$ cat config.mk
export PLATFORM = sky130hd
export DESIGN_NAME = stepper_speed_step_sequencer_unit_flat
export DESIGN_NICKNAME = d
export VERILOG_FILES = /design/src/hdl/sss_pkg.sv /design/src/hdl/sss_if.sv /design/src/hdl/stepper_speed_step_sequencer_unit.sv /design/src/hdl/sss_div.sv /design/src/flat_wrapper.sv
export SDC_FILE = /design/constraint.sdc
export NUM_CORES = 1
export LEC_CHECK = 0
export BUFFER_PORTS_ARGS = -buffer_cell sky130_fd_sc_hd__buf_2
export CAP_MARGIN = 20
export CORE_MARGIN = 1
export CORE_UTILIZATION = 45
export CTS_CLUSTER_DIAMETER = 50
export DETAILED_ROUTE_END_ITERATION = 8
export PLACE_DENSITY = 0.72
export SKIP_LAST_GASP = 1
export SLEW_MARGIN = 25
export SYNTH_ARGS = -nofsm -noshare
export SYNTH_HDL_FRONTEND = slang
export SYNTH_HIERARCHICAL = 1
export SYNTH_SLANG_ARGS = --single-unit
$ cat constraint.sdc
create_clock -name clk -period 8.6 [get_ports clk]
set_input_delay 0.86 -clock clk [delete_from_list [all_inputs] [get_ports clk]]
set_output_delay 0.86 -clock clk [all_outputs]
set_load 0.02 [all_outputs]
$ cat src/hdl/sss_pkg.sv
`default_nettype none

package sss_pkg;

  // Field and register widths fixed by the block definition.
  localparam int unsigned SPEED_REQ_W  = 16;
  localparam int unsigned SPEED_MAG_W  = 10;
  localparam int unsigned SPEED_W      = SPEED_MAG_W + 1;
  localparam int unsigned CONST_W      = 24;
  localparam int unsigned PATTERN_W    = 4;
  localparam int unsigned PHASE_W      = 2;
  localparam int unsigned CFG_INDEX_W  = 2;
  localparam int unsigned CFG_DATA_W   = CONST_W;

  // Default width of the step period and wait counter.
  localparam int unsigned PERIOD_WIDTH_DEF = 24;

  // Register indexes on the configuration port.
  localparam logic [CFG_INDEX_W-1:0] CFG_MAX_SPEED     = 2'd0;
  localparam logic [CFG_INDEX_W-1:0] CFG_MIN_SPEED     = 2'd1;
  localparam logic [CFG_INDEX_W-1:0] CFG_STEP_CONSTANT = 2'd2;

  // Register values after reset.
  localparam logic [SPEED_MAG_W-1:0] MAX_SPEED_RST     = 10'd375;
  localparam logic [SPEED_MAG_W-1:0] MIN_SPEED_RST     = 10'd60;
  localparam logic [CONST_W-1:0]     STEP_CONSTANT_RST = 24'd300000;

  // Input mode codes.
  localparam logic MODE_TICK    = 1'b0;
  localparam logic MODE_COMMAND = 1'b1;

  // Sequencer states.
  typedef enum logic {
    ST_IDLE,
    ST_DIV
  } sss_state_t;

  // Status returned by the serial divider.
  typedef struct packed {
    logic busy;
    logic done;
  } div_status_t;

  // Coil drive bits for each full-step phase.
  function automatic logic [PATTERN_W-1:0] coil_for(input logic [PHASE_W-1:0] ph);
    logic [PATTERN_W-1:0] pat;
    case (ph)
      2'd0: pat = 4'd5;
      2'd1: pat = 4'd6;
      2'd2: pat = 4'd10;
      2'd3: pat = 4'd9;
      default: pat = 4'd0;
    endcase
    return pat;
  endfunction

endpackage

`default_nettype wire

$ cat src/hdl/sss_if.sv
`default_nettype none

// Input channel: one tick or one speed command per transfer.
interface sss_in_if;
  logic                                valid;
  logic                                ready;
  logic                                mode;
  logic signed [sss_pkg::SPEED_REQ_W-1:0] speed_request;

  modport source (output valid, output mode, output speed_request, input ready);
  modport sink (input valid, input mode, input speed_request, output ready);
endinterface

// Result channel: one status item per input transfer.
interface sss_out_if;
  logic                                valid;
  logic                                ready;
  logic [sss_pkg::PATTERN_W-1:0]       coil_pattern;
  logic                                stepped;
  logic signed [sss_pkg::SPEED_W-1:0]  applied_speed;

  modport source (output valid, output coil_pattern, output stepped,
                  output applied_speed, input ready);
  modport sink (input valid, input coil_pattern, input stepped,
                input applied_speed, output ready);
endinterface

`default_nettype wire

$ cat src/hdl/stepper_speed_step_sequencer_unit.sv
`default_nettype none

// Full-step sequencer for a two-phase stepper motor. Each input transfer is
// either a one-microsecond tick or a signed speed command in rpm, and each
// gives exactly one result transfer with the coil pattern of the last step,
// a step flag and the clamped speed in force. A tick's result is registered at
// the moment of acceptance. A command whose request differs from the speed in
// force and clamps to a nonzero value also returns its result at once, but
// starts the bit-serial divider that forms floor(step_time_constant / |speed|);
// the input stays closed after acceptance while the 24 quotient bits are
// produced one per cycle and the period is loaded. A new item is also held off
// while an earlier result waits at the output and the sink is not taking it.
// The user must write registers through the cfg port only while idle; the
// block does not enforce this. They take effect on the next speed command.
module stepper_speed_step_sequencer_unit #(
  parameter int unsigned PERIOD_WIDTH = sss_pkg::PERIOD_WIDTH_DEF
) (
  input  wire logic                             clk,
  input  wire logic                             rst_n,
  sss_in_if.sink                                in_ch,
  sss_out_if.source                             out_ch,
  input  wire logic                             cfg_we,
  input  wire logic [sss_pkg::CFG_INDEX_W-1:0]  cfg_index,
  input  wire logic [sss_pkg::CFG_DATA_W-1:0]   cfg_data
);

  localparam int unsigned QW = sss_pkg::CONST_W;
  localparam int unsigned MW = sss_pkg::SPEED_MAG_W;
  localparam int unsigned SW = sss_pkg::SPEED_W;
  localparam int unsigned RW = sss_pkg::SPEED_REQ_W;
  localparam int unsigned PW = PERIOD_WIDTH;

  // Configuration registers.
  logic [MW-1:0] max_speed_r;
  logic [MW-1:0] min_speed_r;
  logic [QW-1:0] step_const_r;

  // Sequencer state.
  sss_pkg::sss_state_t         state_r, state_nxt;
  logic signed [SW-1:0]        speed_r, speed_nxt;
  logic [sss_pkg::PHASE_W-1:0] phase_r, phase_nxt;
  logic [PW-1:0]               wait_r, wait_nxt;
  logic [PW-1:0]               period_r, period_nxt;
  logic [sss_pkg::PATTERN_W-1:0] pattern_r, pattern_nxt;

  // Output register.
  logic                          out_valid_r, out_valid_nxt;
  logic                          out_stepped_r, out_stepped_nxt;
  logic [sss_pkg::PATTERN_W-1:0] out_pattern_r, out_pattern_nxt;
  logic signed [SW-1:0]          out_speed_r, out_speed_nxt;

  // Divider connection.
  logic                 div_start;
  sss_pkg::div_status_t div_status;
  logic [QW-1:0]        div_quot;
  logic [PW-1:0]        quot_sat;

  logic                 in_fire;
  logic                 out_fire;
  logic                 req_neg;
  logic [RW-1:0]        req_mag;
  logic [MW-1:0]        clamp_mag;
  logic signed [SW-1:0] clamp_speed;
  logic [PW-1:0]        wait_dec;

  sss_div u_div (
    .clk      (clk),
    .rst_n    (rst_n),
    .start    (div_start),
    .dividend (step_const_r),
    .divisor  (clamp_mag),
    .status   (div_status),
    .quotient (div_quot)
  );

  // Fit the quotient into the period width, saturating if it overflows.
  generate
    if (PW > QW) begin : g_quot_wide
      assign quot_sat = {{(PW - QW){1'b0}}, div_quot};
    end else if (PW == QW) begin : g_quot_same
      assign quot_sat = div_quot;
    end else begin : g_quot_narrow
      assign quot_sat = (|div_quot[QW-1:PW]) ? {PW{1'b1}} : div_quot[PW-1:0];
    end
  endgenerate

  // Handshakes; the input stays closed while the divider runs.
  assign in_fire      = in_ch.valid && in_ch.ready;
  assign out_fire     = out_valid_r && out_ch.ready;
  assign in_ch.ready  = (state_r == sss_pkg::ST_IDLE) && !div_status.busy &&
                        (!out_valid_r || out_ch.ready);

  // Clamp the request on its magnitude and restore the sign.
  always_comb begin
    req_neg   = in_ch.speed_request[RW-1];
    req_mag   = req_neg ? (RW'(0) - in_ch.speed_request) : in_ch.speed_request;
    if (req_mag > {{(RW - MW){1'b0}}, max_speed_r}) begin
      clamp_mag = max_speed_r;
    end else if (req_mag < {{(RW - MW){1'b0}}, min_speed_r}) begin
      clamp_mag = '0;
    end else begin
      clamp_mag = req_mag[MW-1:0];
    end
    clamp_speed = req_neg ? (SW'(0) - {1'b0, clamp_mag}) : {1'b0, clamp_mag};
  end

  assign wait_dec  = (wait_r != '0) ? (wait_r - 1'b1) : wait_r;

  // Next state: ticks, commands and the divider result.
  always_comb begin
    state_nxt       = state_r;
    speed_nxt       = speed_r;
    phase_nxt       = phase_r;
    wait_nxt        = wait_r;
    period_nxt      = period_r;
    pattern_nxt     = pattern_r;
    out_valid_nxt   = out_valid_r && !out_fire;
    out_stepped_nxt = out_stepped_r;
    out_pattern_nxt = out_pattern_r;
    out_speed_nxt   = out_speed_r;
    div_start       = 1'b0;

    case (state_r)
      sss_pkg::ST_IDLE: begin
        if (in_fire) begin
          out_valid_nxt   = 1'b1;
          out_stepped_nxt = 1'b0;
          if (in_ch.mode == sss_pkg::MODE_COMMAND) begin
            // The unclamped request is compared with the speed in force.
            if (in_ch.speed_request != {{(RW - SW){speed_r[SW-1]}}, speed_r}) begin
              speed_nxt = clamp_speed;
              if (clamp_mag == '0) begin
                period_nxt = '0;
              end else begin
                div_start = 1'b1;
                state_nxt = sss_pkg::ST_DIV;
              end
              out_speed_nxt = clamp_speed;
            end else begin
              out_speed_nxt = speed_r;
            end
            out_pattern_nxt = pattern_r;
          end else begin
            wait_nxt = wait_dec;
            if ((wait_dec == '0) && (speed_r != '0)) begin
              pattern_nxt     = sss_pkg::coil_for(phase_r);
              phase_nxt       = speed_r[SW-1] ? (phase_r - 1'b1) : (phase_r + 1'b1);
              wait_nxt        = period_r;
              out_stepped_nxt = 1'b1;
              out_pattern_nxt = sss_pkg::coil_for(phase_r);
            end else begin
              out_pattern_nxt = pattern_r;
            end
            out_speed_nxt = speed_r;
          end
        end
      end
      sss_pkg::ST_DIV: begin
        if (div_status.done) begin
          period_nxt = quot_sat;
          state_nxt  = sss_pkg::ST_IDLE;
        end
      end
      default: begin
        state_nxt = sss_pkg::ST_IDLE;
      end
    endcase
  end

  // Control and state registers.
  always_ff @(posedge clk) begin
    if (!rst_n) begin
      state_r     <= sss_pkg::ST_IDLE;
      speed_r     <= '0;
      phase_r     <= '0;
      wait_r      <= '0;
      period_r    <= '0;
      pattern_r   <= '0;
      out_valid_r <= 1'b0;
    end else begin
      state_r     <= state_nxt;
      speed_r     <= speed_nxt;
      phase_r     <= phase_nxt;
      wait_r      <= wait_nxt;
      period_r    <= period_nxt;
      pattern_r   <= pattern_nxt;
      out_valid_r <= out_valid_nxt;
    end
  end

  // Result payload.
  always_ff @(posedge clk) begin
    out_stepped_r <= out_stepped_nxt;
    out_pattern_r <= out_pattern_nxt;
    out_speed_r   <= out_speed_nxt;
  end

  // Configuration writes; an index beyond the list is ignored.
  always_ff @(posedge clk) begin
    if (!rst_n) begin
      max_speed_r  <= sss_pkg::MAX_SPEED_RST;
      min_speed_r  <= sss_pkg::MIN_SPEED_RST;
      step_const_r <= sss_pkg::STEP_CONSTANT_RST;
    end else if (cfg_we) begin
      case (cfg_index)
        sss_pkg::CFG_MAX_SPEED:     max_speed_r  <= cfg_data[MW-1:0];
        sss_pkg::CFG_MIN_SPEED:     min_speed_r  <= cfg_data[MW-1:0];
        sss_pkg::CFG_STEP_CONSTANT: step_const_r <= cfg_data[QW-1:0];
        default: begin
        end
      endcase
    end
  end

  assign out_ch.valid         = out_valid_r;
  assign out_ch.coil_pattern  = out_pattern_r;
  assign out_ch.stepped       = out_stepped_r;
  assign out_ch.applied_speed = out_speed_r;

endmodule

`default_nettype wire

$ cat src/hdl/sss_div.sv
`default_nettype none

// Bit-serial restoring divider: one quotient bit per cycle, MSB first.
module sss_div (
  input  wire logic                             clk,
  input  wire logic                             rst_n,
  input  wire logic                             start,
  input  wire logic [sss_pkg::CONST_W-1:0]      dividend,
  input  wire logic [sss_pkg::SPEED_MAG_W-1:0]  divisor,
  output sss_pkg::div_status_t                  status,
  output logic [sss_pkg::CONST_W-1:0]           quotient
);

  localparam int unsigned QW  = sss_pkg::CONST_W;
  localparam int unsigned MW  = sss_pkg::SPEED_MAG_W;
  localparam int unsigned CNW = $clog2(QW + 1);

  logic [QW-1:0]  acc_r, acc_nxt;
  logic [MW-1:0]  rem_r, rem_nxt;
  logic [MW-1:0]  dvs_r, dvs_nxt;
  logic [CNW-1:0] cnt_r, cnt_nxt;
  logic           busy_r, busy_nxt;
  logic           done_r, done_nxt;

  logic [MW:0]    trial;
  logic [MW:0]    diff;
  logic           fits;

  // One restoring step: bring down the next dividend bit and try a subtract.
  always_comb begin
    trial = {rem_r, acc_r[QW-1]};
    diff  = trial - {1'b0, dvs_r};
    fits  = (trial >= {1'b0, dvs_r});
  end

  // Sequencing of the iterations.
  always_comb begin
    acc_nxt  = acc_r;
    rem_nxt  = rem_r;
    dvs_nxt  = dvs_r;
    cnt_nxt  = cnt_r;
    busy_nxt = busy_r;
    done_nxt = 1'b0;
    if (start) begin
      acc_nxt  = dividend;
      rem_nxt  = '0;
      dvs_nxt  = divisor;
      cnt_nxt  = CNW'(QW);
      busy_nxt = 1'b1;
    end else if (busy_r) begin
      acc_nxt = {acc_r[QW-2:0], fits};
      rem_nxt = fits ? diff[MW-1:0] : trial[MW-1:0];
      cnt_nxt = cnt_r - 1'b1;
      if (cnt_r == CNW'(1)) begin
        busy_nxt = 1'b0;
        done_nxt = 1'b1;
      end
    end
  end

  always_ff @(posedge clk) begin
    if (!rst_n) begin
      busy_r <= 1'b0;
      done_r <= 1'b0;
      cnt_r  <= '0;
    end else begin
      busy_r <= busy_nxt;
      done_r <= done_nxt;
      cnt_r  <= cnt_nxt;
    end
  end

  always_ff @(posedge clk) begin
    acc_r <= acc_nxt;
    rem_r <= rem_nxt;
    dvs_r <= dvs_nxt;
  end

  assign status   = {busy_r, done_r};
  assign quotient = acc_r;

endmodule

`default_nettype wire

$ cat src/flat_wrapper.sv
// flat-port wrapper written by rule: the top's interface ports become plain ports
module stepper_speed_step_sequencer_unit_flat 
#(
  parameter int unsigned PERIOD_WIDTH = sss_pkg::PERIOD_WIDTH_DEF
)
  (clk, rst_n, cfg_we, cfg_index, cfg_data, in_ch_valid, in_ch_mode, in_ch_speed_request, in_ch_ready, out_ch_valid, out_ch_coil_pattern, out_ch_stepped, out_ch_applied_speed, out_ch_ready);
  sss_in_if in_ch_i ();
  sss_out_if out_ch_i ();
  input  wire logic clk;
  input  wire logic rst_n;
  input  wire logic cfg_we;
  input  wire logic [sss_pkg::CFG_INDEX_W-1:0] cfg_index;
  input  wire logic [sss_pkg::CFG_DATA_W-1:0] cfg_data;
  input wire logic [$bits(in_ch_i.valid)-1:0] in_ch_valid;
  input wire logic [$bits(in_ch_i.mode)-1:0] in_ch_mode;
  input wire logic [$bits(in_ch_i.speed_request)-1:0] in_ch_speed_request;
  output wire logic [$bits(in_ch_i.ready)-1:0] in_ch_ready;
  output wire logic [$bits(out_ch_i.valid)-1:0] out_ch_valid;
  output wire logic [$bits(out_ch_i.coil_pattern)-1:0] out_ch_coil_pattern;
  output wire logic [$bits(out_ch_i.stepped)-1:0] out_ch_stepped;
  output wire logic [$bits(out_ch_i.applied_speed)-1:0] out_ch_applied_speed;
  input wire logic [$bits(out_ch_i.ready)-1:0] out_ch_ready;
  assign in_ch_i.valid = in_ch_valid;
  assign in_ch_i.mode = in_ch_mode;
  assign in_ch_i.speed_request = in_ch_speed_request;
  assign in_ch_ready = in_ch_i.ready;
  assign out_ch_valid = out_ch_i.valid;
  assign out_ch_coil_pattern = out_ch_i.coil_pattern;
  assign out_ch_stepped = out_ch_i.stepped;
  assign out_ch_applied_speed = out_ch_i.applied_speed;
  assign out_ch_i.ready = out_ch_ready;
  stepper_speed_step_sequencer_unit #(.PERIOD_WIDTH(PERIOD_WIDTH)) u_core (.clk(clk), .rst_n(rst_n), .in_ch(in_ch_i), .out_ch(out_ch_i), .cfg_we(cfg_we), .cfg_index(cfg_index), .cfg_data(cfg_data));
endmodule
# --- Word level (Yosys, flattened, before mapping) ---
# Index checks and enable logic that the tools add are counted.
word_totals:
  regBits: 178
  latchBits: 0
  ram_bits: 0
  mem_bits_ro: 0
  in_bits: 48
  mem_count: 0
classes:
  add_sub_neg: 7
  multipliers: 0
  n_div: 0
  order_cmp: 3
  n_eq_ne: 12
  n_shift: 0
  muxes: 37
  bitwise_logic: 4
  reduce_logical: 26
ops:
  columns: ["operator", "n"]
  rows:
  - ["24-bit two-way mux", 9]
  - ["24-bit case mux with 2 select lines", 1]
  - ["11-bit two-way mux", 3]
  - ["10-bit two-way mux", 3]
  - ["24-bit zero test", 1]
  - ["24-bit nonzero test", 1]
  - ["24-bit by 1-bit subtractor with 24-bit output, second input constant", 1]
  - ["16-bit by 10-bit > comparator with 1-bit output", 1]
  - ["16-bit by 10-bit less-than comparator with 1-bit output", 1]
  - ["16-bit two-way mux", 1]
  - ["16-bit != test", 1]
  - ["4-bit case mux with 4 select lines", 1]
  - ["1-bit by 16-bit subtractor with 16-bit output, first input constant", 1]
  - ["1-bit two-way mux", 13]
  - ["11-bit by 10-bit greater-or-equal comparator with 1-bit output", 1]
  - ["11-bit nonzero test", 1]
  - ["1-bit by 10-bit subtractor with 11-bit output, first input constant", 1]
  - ["10-bit zero test", 1]
  - ["5-bit two-way mux", 2]
  - ["10-bit subtractor", 1]
  - ["4-bit two-way mux", 2]
  - ["2-bit != test, second input constant", 4]
  - ["2-bit AND reduction", 4]
  - ["2-bit equality test, second input constant", 3]
  - ["19 further kinds", 31]

# --- Longest topological paths before layout ---
# Gate-level depths: netlist (run 1).
depth:
  depth_word: 12
  ltp_mapped: 26

# --- Modules after synthesis ---
# Netlist (run 1), hierarchy kept.
modules_own_cells:
  columns: ["mod", "instances", "cells_each", "area_per_inst_um2"]
  rows:
  - ["stepper_speed_step_sequencer_unit", 1, 832, 7174.4]
  - ["sss_div", 1, 211, 2560.0]

# --- Worst setup path before layout (run 1) ---
# Ideal clock, no wire load.
synth_timing:
  path_kind: "input to register"
  from: "input port in_ch_speed_request[0]"
  to: "register u_core.u_div.acc_r[0] (netlist: u_core/u_div/quotient[0]) (enable)"
  setup_ns: 0.381
  arrival_ns: 6.374
  t_required_ns: 8.219
  path_slack_ns: 1.846
  cell_stages: 24
  path_buffers: 5
  path_cell_list: "clkbuf_1 -> inv_1 -> ha_1 -> or3b_1 -> buf_2 -> o31ai_1 -> xor2_1 -> inv_1 -> ha_1 -> a211oi_1 -> o21ai_0 -> a221oi_1 -> a211oi_1 -> nor3_4 -> buf_4 -> mux2i_1 -> inv_1 -> ha_1 -> clkbuf_8 -> and2_2 -> nor3_1 -> clkbuf_1 -> inv_1 -> nand2_1"
synth_between:
  elab_chain_cells: 12
  word_cells_on_any_way: 14
  classes_between: "add/sub (1); order compare (2); eq/ne (1); mux (8); reduce/logical (2)"
synth_rtl:
  columns: ["element", "line_no", "rtl"]
  rows:
  - ["from (decl)", "flat_wrapper.sv:16", "input wire logic [$bits(in_ch_i.speed_request)-1:0] in_ch_speed_request;"]
  - ["1-bit by 16-bit subtractor with 16-bit output", "stepper_speed_step_sequencer_unit.sv:96", "req_mag = req_neg ? (RW'(0) - in_ch.speed_request) : in_ch.speed_request;"]
  - ["16-bit two-way mux *", "stepper_speed_step_sequencer_unit.sv:96", null]
  - ["16-bit by 10-bit less-than comparator with 1-bit output", "stepper_speed_step_sequencer_unit.sv:99", "end else if (req_mag < {{(RW - MW){1'b0}}, min_speed_r}) begin"]
  - ["10-bit two-way mux", "stepper_speed_step_sequencer_unit.sv:99", null]
  - ["10-bit two-way mux *", "stepper_speed_step_sequencer_unit.sv:97", "if (req_mag > {{(RW - MW){1'b0}}, max_speed_r}) begin"]
  - ["via u_core.clamp_mag[1]", "stepper_speed_step_sequencer_unit.sv:62", "logic [MW-1:0] clamp_mag;"]
  - ["10-bit zero test *", "stepper_speed_step_sequencer_unit.sv:132", "if (clamp_mag == '0) begin"]
  - ["1-bit two-way mux *", "stepper_speed_step_sequencer_unit.sv:132", null]
  - ["1-bit two-way mux *", "stepper_speed_step_sequencer_unit.sv:130", "if (in_ch.speed_request != {{(RW - SW){speed_r[SW-1]}}, speed_r}) begin"]
  - ["1-bit two-way mux *", "stepper_speed_step_sequencer_unit.sv:128", "if (in_ch.mode == sss_pkg::MODE_COMMAND) begin"]
  - ["1-bit two-way mux *", "stepper_speed_step_sequencer_unit.sv:125", "if (in_fire) begin"]
  - ["1-bit two-way mux *", "stepper_speed_step_sequencer_unit.sv:123", "case (state_r)"]
  - ["via u_core.div_start", "stepper_speed_step_sequencer_unit.sv:53", "logic div_start;"]
  - ["2-bit nonzero test (no source line) *", null, null]
  - ["to (signal assigned)", "sss_div.sv:74", "acc_r <= acc_nxt;"]
  - ["to (decl)", "sss_div.sv:18", "logic [QW-1:0] acc_r, acc_nxt;"]
# Mark *: on every way through the listed nets, which the timed path passes. The rest lies on a longest branch.
# A chain may end at the register's enable or synchronous reset.

# --- Worst setup path in the final report (run 1) ---
layout_timing:
  from: "input port in_ch_speed_request[0]"
  to: "register u_core.u_div.acc_r[15] (netlist: u_core/u_div/quotient[15]) (data pin)"
layout_between:
  elab_chain_cells: 12
  word_cells_on_any_way: 14
  classes_between: "add/sub (1); order compare (2); eq/ne (1); mux (9); reduce/logical (1)"
layout_rtl:
  columns: ["element", "line_no", "rtl"]
  rows:
  - ["1-bit by 16-bit subtractor with 16-bit output", "stepper_speed_step_sequencer_unit.sv:96", null]
  - ["16-bit two-way mux *", "stepper_speed_step_sequencer_unit.sv:96", null]
  - ["16-bit by 10-bit less-than comparator with 1-bit output", "stepper_speed_step_sequencer_unit.sv:99", null]
  - ["10-bit two-way mux", "stepper_speed_step_sequencer_unit.sv:99", null]
  - ["10-bit two-way mux *", "stepper_speed_step_sequencer_unit.sv:97", null]
  - ["via u_core.clamp_mag[1]", "stepper_speed_step_sequencer_unit.sv:62", null]
  - ["10-bit zero test *", "stepper_speed_step_sequencer_unit.sv:132", null]
  - ["1-bit two-way mux *", "stepper_speed_step_sequencer_unit.sv:132", null]
  - ["1-bit two-way mux *", "stepper_speed_step_sequencer_unit.sv:130", null]
  - ["1-bit two-way mux *", "stepper_speed_step_sequencer_unit.sv:128", null]
  - ["1-bit two-way mux *", "stepper_speed_step_sequencer_unit.sv:125", null]
  - ["1-bit two-way mux *", "stepper_speed_step_sequencer_unit.sv:123", null]
  - ["via u_core.div_start", "stepper_speed_step_sequencer_unit.sv:53", null]
  - ["24-bit two-way mux *", "sss_div.sv:44", "if (start) begin"]
  - ["via u_core.u_div.acc_nxt[15]", "sss_div.sv:18", null]
# Marks and branches as above.

==> results.cfg, run 1 <==
[status]
status = finished clean

[route]
antenna_left = 0
route.vias.total = 7964
dr.pass1.iters = 5
drt_iter0_drc = 544
wl_um = 24670
wl_per_cell_um = 18.08
routed_via_density = 5.839
drcViolationCount = 0

[run]
maxCapViolations = 0

[floorplanning]
die_h_um = 149.1
die_w_um = 149.1
die-area_um2 = 22220
ios = 66
core_um2 = 21090
start_util_pct = 46.16
fp-row-count = 53

[grt]
track_usage_pct = 22.96
grt-busiest-layer = met2
global_route.overflow_total = 0
use_met2_pct = 39.07
met3_usage_pct = 3.425
antenna_found_initial = 0
grt_max_degree = 48
grt_pass1_wl_um = 39520
first_global_vias = 7673
met1_usage_pct = 28.15

[worst_setup_path]
critPathSlowestCell = nor3_4
critPathKind = input port to register
cp-end-kind = register
worstSetupStartpointType = input port
required_ns = 8.79
path_cells = buf_2 > inv_1 > ha_1 > or3b_1 > o31ai_1 > xor2_1 > inv_1 > ha_1 > a211oi_1 > o21ai_0 > a221oi_1 > a211oi_1 > nor3_4 > mux2i_1 > inv_1 > ha_1 > and2_2 > nor3_2 > buf_4 > mux2_2
crit_path_max_incr_delay_ns = 0.59
ff2ff_path_depth = 14
worstPathMaxFanout = 45
arrival_ns = 6.24

[pwr]
swShare_pct = 40.90
power.total_mw = 3.236
combPwrFrac_pct = 42.3
intPower_mw = 1.913
seqPwrFrac_pct = 33.9
p_sw_mw = 1.324
clockPowerShare_pct = 23.8
max-vdd-ir-drop_mv = 0.2124
powerDensity_nw_per_um2 = 301.9
leakagePower_nw = 4.228

[cells_and_area]
layout-drive-gt1-share_pct = 18.18
num-nets-final = 1164
area_growth_syn_to_layout_pct = 10.14
diodes = 0

[clock_network]
clockBufferDepth = 2
clk_pin_slew_ns = 0.07
holdBufCountCts = 0
cts_setup_buffers = 0
root_buffer = clkbuf_16
numCtsBuffers = 17
cts.htree.levels = 4
cts.sinks = 178
clk_latency_ns = 0.44
cts_tree = yes
post_cts_resized = 0

[worst_hold_path]
whs_path_depth = 2
min_path_type = register to register

[yosys]
yosys.cell_count.top_type = dfxtp_1
async_flop_share_pct = 0
syn-cell-area_um2 = 9734
yosys_warnings = 6
synthDistinctLibCells = 96
synthTopCellsByArea = dfxtp_1 (26%), edfxtp_1 (15%), ha_1 (5.0%)
synthCells = 1043
ys_seq_area_share_pct = 41.75
synth_top_area_share_pct = 26.32
synth-edff-count = 50
ys_ff_latch = 178
synth-main-ff-cell = dfxtp_1
synthTopCellsByCount = dfxtp_1 (128), nand2_1 (125), inv_1 (61), nor2_1 (60), a21oi_1 (55)
avgSynthCellArea_um2 = 9.333
synth_fp_nets = 1131
synth_top_area_cell = dfxtp_1

[place]
io_buffers = 65
place_congestion = 0.9291
preCtsSetupSlack_ns = 2.011
hpwlAfterDp_um = 17940

[sta]
rsz0062_at_grt = false
max_slew_margin_pct = 36.64
fin_setup_tns_ns = 0
final-hold-violation-count = 0
setup_ws_ns = 2.551
slew_violations = 0
skew_ns = 0.01466
period_needed_ns = 6.049
fmax_mhz = 165.3
worst_pin_slew_ns = 0.9475
setup_viol = 0
finalCritPeriodShare_pct = 70.34
==> through the flow <==
stage	instances	cell area [um2]	hold WS [ns]	utilization, %
floorplan	1043	9734	0.4318	-
global placement	1332	10120	0.4461	47.99
detailed placement	1332	10120	0.4472	47.99
CTS	1364	10720	0.4573	50.83
global route	1364	10720	0.4703	50.84
finish	1364	10720	0.4560	50.84
==> critical path: cells and delay by family <==
| family | cells | cell delay (ns) |
|---|---|---|
| simple gates | 4 | 1.50 |
| compound gates | 5 | 1.13 |
| buf+inv | 5 | 0.98 |
| mux | 2 | 0.81 |
| fa+ha+maj | 3 | 0.69 |
| xor+xnor | 1 | 0.24 |
==> metal layers <==
layer  wire length (um)  part of all wire (%)
met4                939                   3.8
met1              10900                    44
met2              11970                    49
met5                  0                     0
met3                855                   3.5
==> flip-flops by register name (all words and copies together), names as in the netlist, 5 cells and up <==
signal	cells
u_core/out_ch.applied_speed	11
u_core/wait_r	24
u_core/max_speed_r	10
u_core/u_div/rem_r	10
u_core/u_div/cnt_r	5
u_core/step_const_r	24
u_core/period_r	24
u_core/min_speed_r	10
u_core/u_div/dvs_r	10
u_core/speed_r	11
u_core/u_div/quotient	24
==> final timing paths <==
| kind | startpoint | to | slack (ns) |
|---|---|---|---|
| setup / recovery | in_ch_speed_request[0] | u_core/u_div/quotient[15] | 2.55 |
| hold reg to reg | u_core/step_const_r[23] | u_core/step_const_r[23] | 0.46 |
| hold / removal | u_core/step_const_r[23] | u_core/step_const_r[23] | 0.46 |
| setup reg to reg | u_core/max_speed_r[9] | u_core/u_div/quotient[15] | 3.97 |
==> cell usage in the layout (no fill, tap or decap), drive strengths merged, types with 5 or more instances in the layout <==
cell and n:
a311oi 7, clkbuf 19, a22o 27, a21oi 56, o211ai 13, xnor2 24
and3 8, nor3b 6, o21ai 37, or3 5, edfxtp 50, nand3 42
a211oi 33, mux2 35, nor4b 6, buf 72, nand2 127, nor2b 6
xor2 22, a21o 10, clkinv 7, inv 68, or4 6, o22ai 5
nand4 5, o31ai 6, ha 39, nor2 60, nor4 18, mux2i 15
a31oi 27, dfxtp 128, nor3 28
==> power by group through the flow <==
stage / registers (mW) / clock network, mW / logic [mW]
floorplan: 1.08 / 0 / 1.08
global placement: 1.11 / 0 / 1.32
detailed placement: 1.11 / 0 / 1.34
CTS: 1.10 / 0.781 / 1.35
global route: 1.12 / 0.818 / 1.52
finish: 1.10 / 0.769 / 1.37
==> cell type report <==
cell class,count,area (um2)
fillers,1990,10370
multi-input cells,745,5104
flip-flops and latches,178,4064
clock buffers,19,464.2
repair buffers,72,377.9
well taps,275,344.1
inverters,62,232.7
clock inverters,13,135.1
==> logic make-up after synthesis <==
kind of cell | after synthesis | synth area share, %
buffers and inverters | 120 | 5.951
xor gates and xnor gates | 46 | 4.139
and+or+nand+nor | 346 | 18.11
DFF | 178 | 41.75
muxes | 50 | 5.630
adders and majority gates | 40 | 5.219
AOI/OAI and AO/OA | 263 | 19.20
(Power assumes the default switching activity.)
==> run 2: changes to the inputs <==
Clock period 8.6 ns to 6.25 ns, I/O delays scaled along.
==> run 2 against run 1 <==
Register-to-register slack got worse by 1.8 ns. Final cell count increased by 0.37%. First-iteration DRC count increased by 15%.
==> results.cfg, run 2 (synthesized netlist as in run 1, its figures left out) <==
[clock_network]
clk_pin_slew_ns = 0.07
cts.sinks = 178
holdBufCountCts = 0
cts_tree = yes
clockBufferDepth = 2
cts.htree.levels = 4
clk_latency_ns = 0.44
numCtsBuffers = 17
cts_setup_buffers = 0
post_cts_resized = 0
root_buffer = clkbuf_16

[floorplanning]
fp-row-count = 53
core_um2 = 21090
die_h_um = 149.1
ios = 66
start_util_pct = 46.16
die_w_um = 149.1
die-area_um2 = 22220

[cells_and_area]
layout-drive-gt1-share_pct = 18.46
final_cell_mix = dfxtp_1 (128), nand2_1 (125), buf_2 (65)
final_common_cell = dfxtp_1
num-nets-final = 1169
area_growth_syn_to_layout_pct = 10.81
instances_no_fill = 1369
stdcell_area_um2 = 10790
final_util_pct = 51.15
diodes = 0

[place]
place_congestion = 0.9262
placed_area_um2 = 10170
dp_cells = 1336
preCtsSetupSlack_ns = 0.6874
hpwlAfterDp_um = 17770
io_buffers = 65

[grt]
grt-busiest-layer = met2
global_route.overflow_total = 0
track_usage_pct = 22.94
grt_pass1_wl_um = 39590
antenna_found_initial = 0
grt_max_degree = 48
met1_usage_pct = 29.18
met3_usage_pct = 3.700
first_global_vias = 7477
use_met2_pct = 38.23

[pwr]
max-vdd-ir-drop_mv = 0.2527
leakagePower_nw = 4.265
power.total_mw = 4.485
powerDensity_nw_per_um2 = 415.8

[worst_setup_path]
cp-end-kind = register
r2r_slack_ns = 2.22
worstPathMaxFanout = 24
crit_path_max_incr_delay_ns = 0.48
path_depth = 21
critPathSlowestCell = or3b_1
worstSetupStartpointType = input port
r2r-end = u_core/u_div/quotient[10]
path_cells = buf_2 > inv_1 > ha_1 > or3b_1 > o31ai_1 > xor2_1 > inv_1 > ha_1 > a211oi_1 > o21ai_0 > a221oi_1 > a211oi_1 > nor3_4 > mux2i_1 > inv_1 > ha_1 > and2_2 > nor3_4 > inv_1 > nand2_1 > buf_4
critPathMostFrequentCell = inv_1
critPathTopFamily = simple AND/OR/NAND/NOR gates
arrival_ns = 5.29
timing.rr.start = u_core/max_speed_r[5]
critPathBufInv = 6
required_ns = 6.35
critPathKind = input port to register
ff2ff_path_depth = 15

[sta]
finalCritPeriodShare_pct = 83.02
worst_pin_slew_ns = 0.9567
slew_violations = 0
period_needed_ns = 5.189
fmax_mhz = 192.7
skew_ns = 0.01577
fin_setup_tns_ns = 0
rsz0062_at_grt = false
hold-worst-slack_ns = 0.4069
final-hold-violation-count = 0
max_slew_margin_pct = 35.94
setup_viol = 0
setup_ws_ns = 1.061

[route]
routed_via_density = 5.834
drcViolationCount = 0
route.vias.total = 7987
wl_um = 24690
antenna_left = 0
drt_iter0_drc = 623
dr.pass1.iters = 7
wl_per_cell_um = 18.04

[worst_hold_path]
whs_path_depth = 3
worstHoldStart = cfg_data[12]
min_path_type = input port to register
hold_path_end = u_core/step_const_r[12]

[run]
maxCapViolations = 0

[status]
status = finished clean
==> run 2: cell count changes in the layout (fill, tap and decap cells not counted), sizes merged <==
| cell | previous run | this run |
|---|---|---|
| buf | 72 | 77 |
| clkbuf | 19 | 18 |
| bufinv | 0 | 1 |
| inv | 68 | 69 |
| clkinv | 7 | 6 |
==> run 2: power breakdown <==
| part | switching (mW) | internal, mW | total, mW |
|---|---|---|---|
| sequential | 0.162 | 1.35 | 1.51 |
| clock | 0.495 | 0.592 | 1.09 |
| combinational | 1.16 | 0.726 | 1.89 |
==> run 2: worst register-to-register path, stage by stage, from the launching register on <==
cell and delay, ns:
dfxtp_1 0.34, inv_1 0.08, ha_1 0.32, a21o_1 0.16, a21o_1 0.17, a221oi_1 0.36, a211oi_1 0.17, nor3_4 0.34
mux2i_1 0.32, inv_1 0.07, ha_1 0.31, and2_2 0.26, nor3_4 0.18, inv_1 0.17, nand2_1 0.12, buf_4 0.32
==> run 2: routing by layer <==
metal  vias to the layer above  wire, um
met5                         -         0
met4                         0       787
met3                        51      1037
met2                       223     11990
li1                       3901         -
met1                      3812     10880
==> run 2: worst max-delay path by stage <==
stage / startpoint / to / slack [ns]
after floorplan: in_ch_speed_request[0] / u_core/u_div/quotient[0] / 0.05
after global placement: in_ch_speed_request[0] / u_core/u_div/quotient[18] / 0.85
after detailed placement: in_ch_speed_request[0] / u_core/u_div/quotient[17] / 0.69
after CTS: in_ch_speed_request[0] / u_core/u_div/quotient[1] / 1.10
after global routing: in_ch_speed_request[0] / u_core/u_div/quotient[1] / 0.70
final: in_ch_speed_request[0] / u_core/u_div/quotient[10] / 1.06
==> run 2: layout make-up <==
class / count / area [um2]
Clock inverter: 14 / 156.4
Clock buffer: 18 / 450.4
Tap cell: 275 / 344.1
Multi-Input combinational cell: 745 / 5107
Inverter: 62 / 232.7
Sequential cell: 178 / 4064
Timing Repair Buffer: 77 / 431.7
Fill cell: 1977 / 10300
==> run 3: changes to the inputs <==
Settings changed: ABC_AREA from default to 1, PLACE_DENSITY 0.72 to 0.74.
Clock period 6.25 ns to 4.4 ns, I/O delays scaled along.
==> run 3 against run 2 <==
Global-route usage up 0.11 points. Non-clock buffer count up 9. Area after synthesis up 5.4%. Via count up 16%. Setup slack worse by 0.68 ns. Combinational power down 24%. Utilization up 0.78 points. Final cell count up 28%. Clock power up 41%. Worst hold slack worse by 0.20 ns. Critical endpoint is now u_core/u_div/quotient[15]. Largest power group is now sequential cells. Highest routed layer unchanged.
==> results.cfg, run 3 <==
[status]
status = finished clean

[pwr]
seqPwrFrac_pct = 40.1
intPower_mw = 3.244
combPwrFrac_pct = 29.0
leakagePower_nw = 5.216
clockPowerShare_pct = 30.9
powerDensity_nw_per_um2 = 434.1
p_sw_mw = 1.736
swShare_pct = 34.86
max-vdd-ir-drop_mv = 0.2685

[yosys]
synthCells = 1404
avgSynthCellArea_um2 = 7.310
synth-edff-count = 50
yosys_warnings = 6
ys_seq_area_share_pct = 39.60
synth_top_area_cell = dfxtp_1
synth-main-ff-cell = dfxtp_1
async_flop_share_pct = 0
syn-cell-area_um2 = 10260
synthDistinctLibCells = 52
synthTopCellsByCount = nand2_1 (392), inv_1 (158), nor2_1 (133), dfxtp_1 (128), nand3_1 (89)
yosys.cell_count.top_type = nand2_1
synth_top_area_share_pct = 24.97
synthTopCellsByArea = dfxtp_1 (25%), edfxtp_1 (15%), nand2_1 (14%)
synth_fp_nets = 1492
ys_ff_latch = 178

[sta]
setup_ws_ns = 0.3808
max_slew_margin_pct = 39.79
finalCritPeriodShare_pct = 91.35
period_needed_ns = 4.019
worst_pin_slew_ns = 0.9019
final-hold-violation-count = 0
skew_ns = 0.01029
fmax_mhz = 248.8
rsz0062_at_grt = false
setup_viol = 0
slew_violations = 0

[worst_setup_path]
path_cells = buf_2 > nor3_1 > or2_2 > xor2_1 > ha_1 > a21oi_1 > nand2_1 > nand2_1 > nand2_1 > nand2_1 > a21oi_1 > nor2_2 > nand2_2 > a21oi_2 > ha_1 > nand3_2 > nor2_4 > nand4_2 > nand4_1 > inv_1 > nor2_4 > clkinvlp_4 > buf_12
worstSetupStartpointType = input port
ff2ff_path_depth = 19
timing.rr.start = u_core/max_speed_r[7]
critPathSlowestCell = xor2_1
critPathMostFrequentCell = nand2_1
required_ns = 4.58
arrival_ns = 4.20
r2r_slack_ns = 0.93
critPathKind = input port to register
crit_path_max_incr_delay_ns = 0.39
worstPathMaxFanout = 28
critPathTopFamily = simple AND/OR/NAND/NOR gates
r2r-end = u_core/u_div/quotient[15]
cp-end-kind = register
critPathBufInv = 4

[cells_and_area]
diodes = 0
num-nets-final = 1548
layout-drive-gt1-share_pct = 15.61
final_cell_mix = nand2_1 (392), inv_1 (157), nor2_1 (131)
final_util_pct = 51.93
area_growth_syn_to_layout_pct = 11.79
final_common_cell = nand2_1
fillers = 2103

[clock_network]
cts.htree.levels = 4
post_cts_resized = 0
numCtsBuffers = 17
clockBufferDepth = 2
holdBufCountCts = 0
root_buffer = clkbuf_16
clk_latency_ns = 0.43
clk_pin_slew_ns = 0.07
cts_tree = yes
cts.sinks = 178
cts_setup_buffers = 0

[floorplanning]
die_h_um = 153.0
die_w_um = 153.0
die-area_um2 = 23420
core_um2 = 22090
ios = 66
start_util_pct = 46.45
fp-row-count = 54

[route]
route.vias.total = 9233
drt_iter0_drc = 734
drcViolationCount = 0
wl_per_cell_um = 14.89
wl_um = 26100
dr.pass1.iters = 5
routed_via_density = 5.267
antenna_left = 0

[grt]
grt_pass1_wl_um = 43390
grt_max_degree = 63
first_global_vias = 9030
global_route.overflow_total = 0
antenna_found_initial = 0
track_usage_pct = 23.05

[worst_hold_path]
whs_path_depth = 3
hold_path_end = u_core/step_const_r[12]
min_path_type = input port to register
worstHoldStart = cfg_data[12]

[place]
preCtsSetupSlack_ns = -0.1055
hpwlAfterDp_um = 19320
place_congestion = 0.9641
io_buffers = 65

[run]
maxCapViolations = 0
-- run 3: cell types whose count changed in the layout (fill, tap and decap cells not counted), sizes merged, moves of 27 or more --
cell | before | now
o21ai | 37 | 66
nand3 | 42 | 99
a21oi | 56 | 95
a211oi | 33 | 2
mux2 | 35 | 0
nor2 | 60 | 154
a22o | 27 | 0
inv | 69 | 166
nand2 | 127 | 428
-- run 3: power by group through the flow --
stage	sequential [mW]	combinational (mW)	clock [mW]
after floorplan	2.01	1.10	0
after global placement	2.03	1.39	0
after detailed placement	2.03	1.42	0
after CTS	1.99	1.44	1.56
after global routing	2.02	1.63	1.62
final	2.00	1.44	1.54
-- run 3: cells by family (layout without fill, tap and decap cells) --
group / after synthesis / in the layout / share of synthesized area, %
compound gates: 205 / 205 / 12.02
xor+xnor: 40 / 40 / 3.413
fa+ha+maj: 40 / 40 / 4.949
buf+inv: 214 / 283 / 8.460
flops: 178 / 178 / 39.60
simple gates: 727 / 727 / 31.56
-- run 3: how the worst max path moves through the flow --
| stage | startpoint | end | slack [ns] | depth (start not counted) |
|---|---|---|---|---|
| final | in_ch_speed_request[2] | u_core/u_div/quotient[15] | 0.38 | 23 |
| after global routing | in_ch_speed_request[2] | u_core/u_div/rem_r[2] | 0.02 | 24 |
| after CTS | in_ch_speed_request[2] | u_core/u_div/cnt_r[1] | 0.33 | 23 |
| after detailed placement | in_ch_speed_request[2] | u_core/u_div/cnt_r[1] | -0.11 | 23 |
| after global placement | in_ch_speed_request[2] | u_core/u_div/cnt_r[1] | 0.06 | 25 |
| after floorplan | in_ch_speed_request[15] | u_core/u_div/quotient[0] | 0.006 | 28 |
-- run 3: cell type report --
type,count,area (um2),area share [%]
Multi-Input combinational cell,1012,5346,46.60
Clock buffer,18,439.2,3.828
Timing Repair Buffer,86,495.5,4.318
Clock inverter,14,151.4,1.320
Inverter,165,626.9,5.463
Sequential cell,178,4064,35.42
Tap cell,280,350.3,3.053
-- run 3: per-layer routing --
metal / up-vias / GRT usage (%) / routed length [um] / share of wire (%)
met5: - / 0 / 0 / 0
met4: 0 / 10.73 / 1015 / 3.9
met1: 4268 / 27.10 / 11120 / 43
met3: 71 / 3.374 / 1058 / 4.1
li1: 4645 / - / - / -
met2: 249 / 41.23 / 12900 / 49
-- run 3: metrics by stage --
stage	cells	setup TNS (ns)	total power, mW	instance area, um2	hold WS (ns)
after floorplan	1404	0	3.111	10270	0.4353
after global placement	1721	0	3.417	10880	0.4527
after detailed placement	1721	-1.341	3.452	10880	0.4554
after CTS	1753	0	4.995	11470	0.2002
after global routing	1753	0	5.267	11470	0.2250
final	1753	0	4.980	11470	0.2076
-- run 3: worst min-delay path, delay by kind of cell --
kind	cells	cell delay (ns)
buf+inv	1	0.08
simple gates	2	0.09
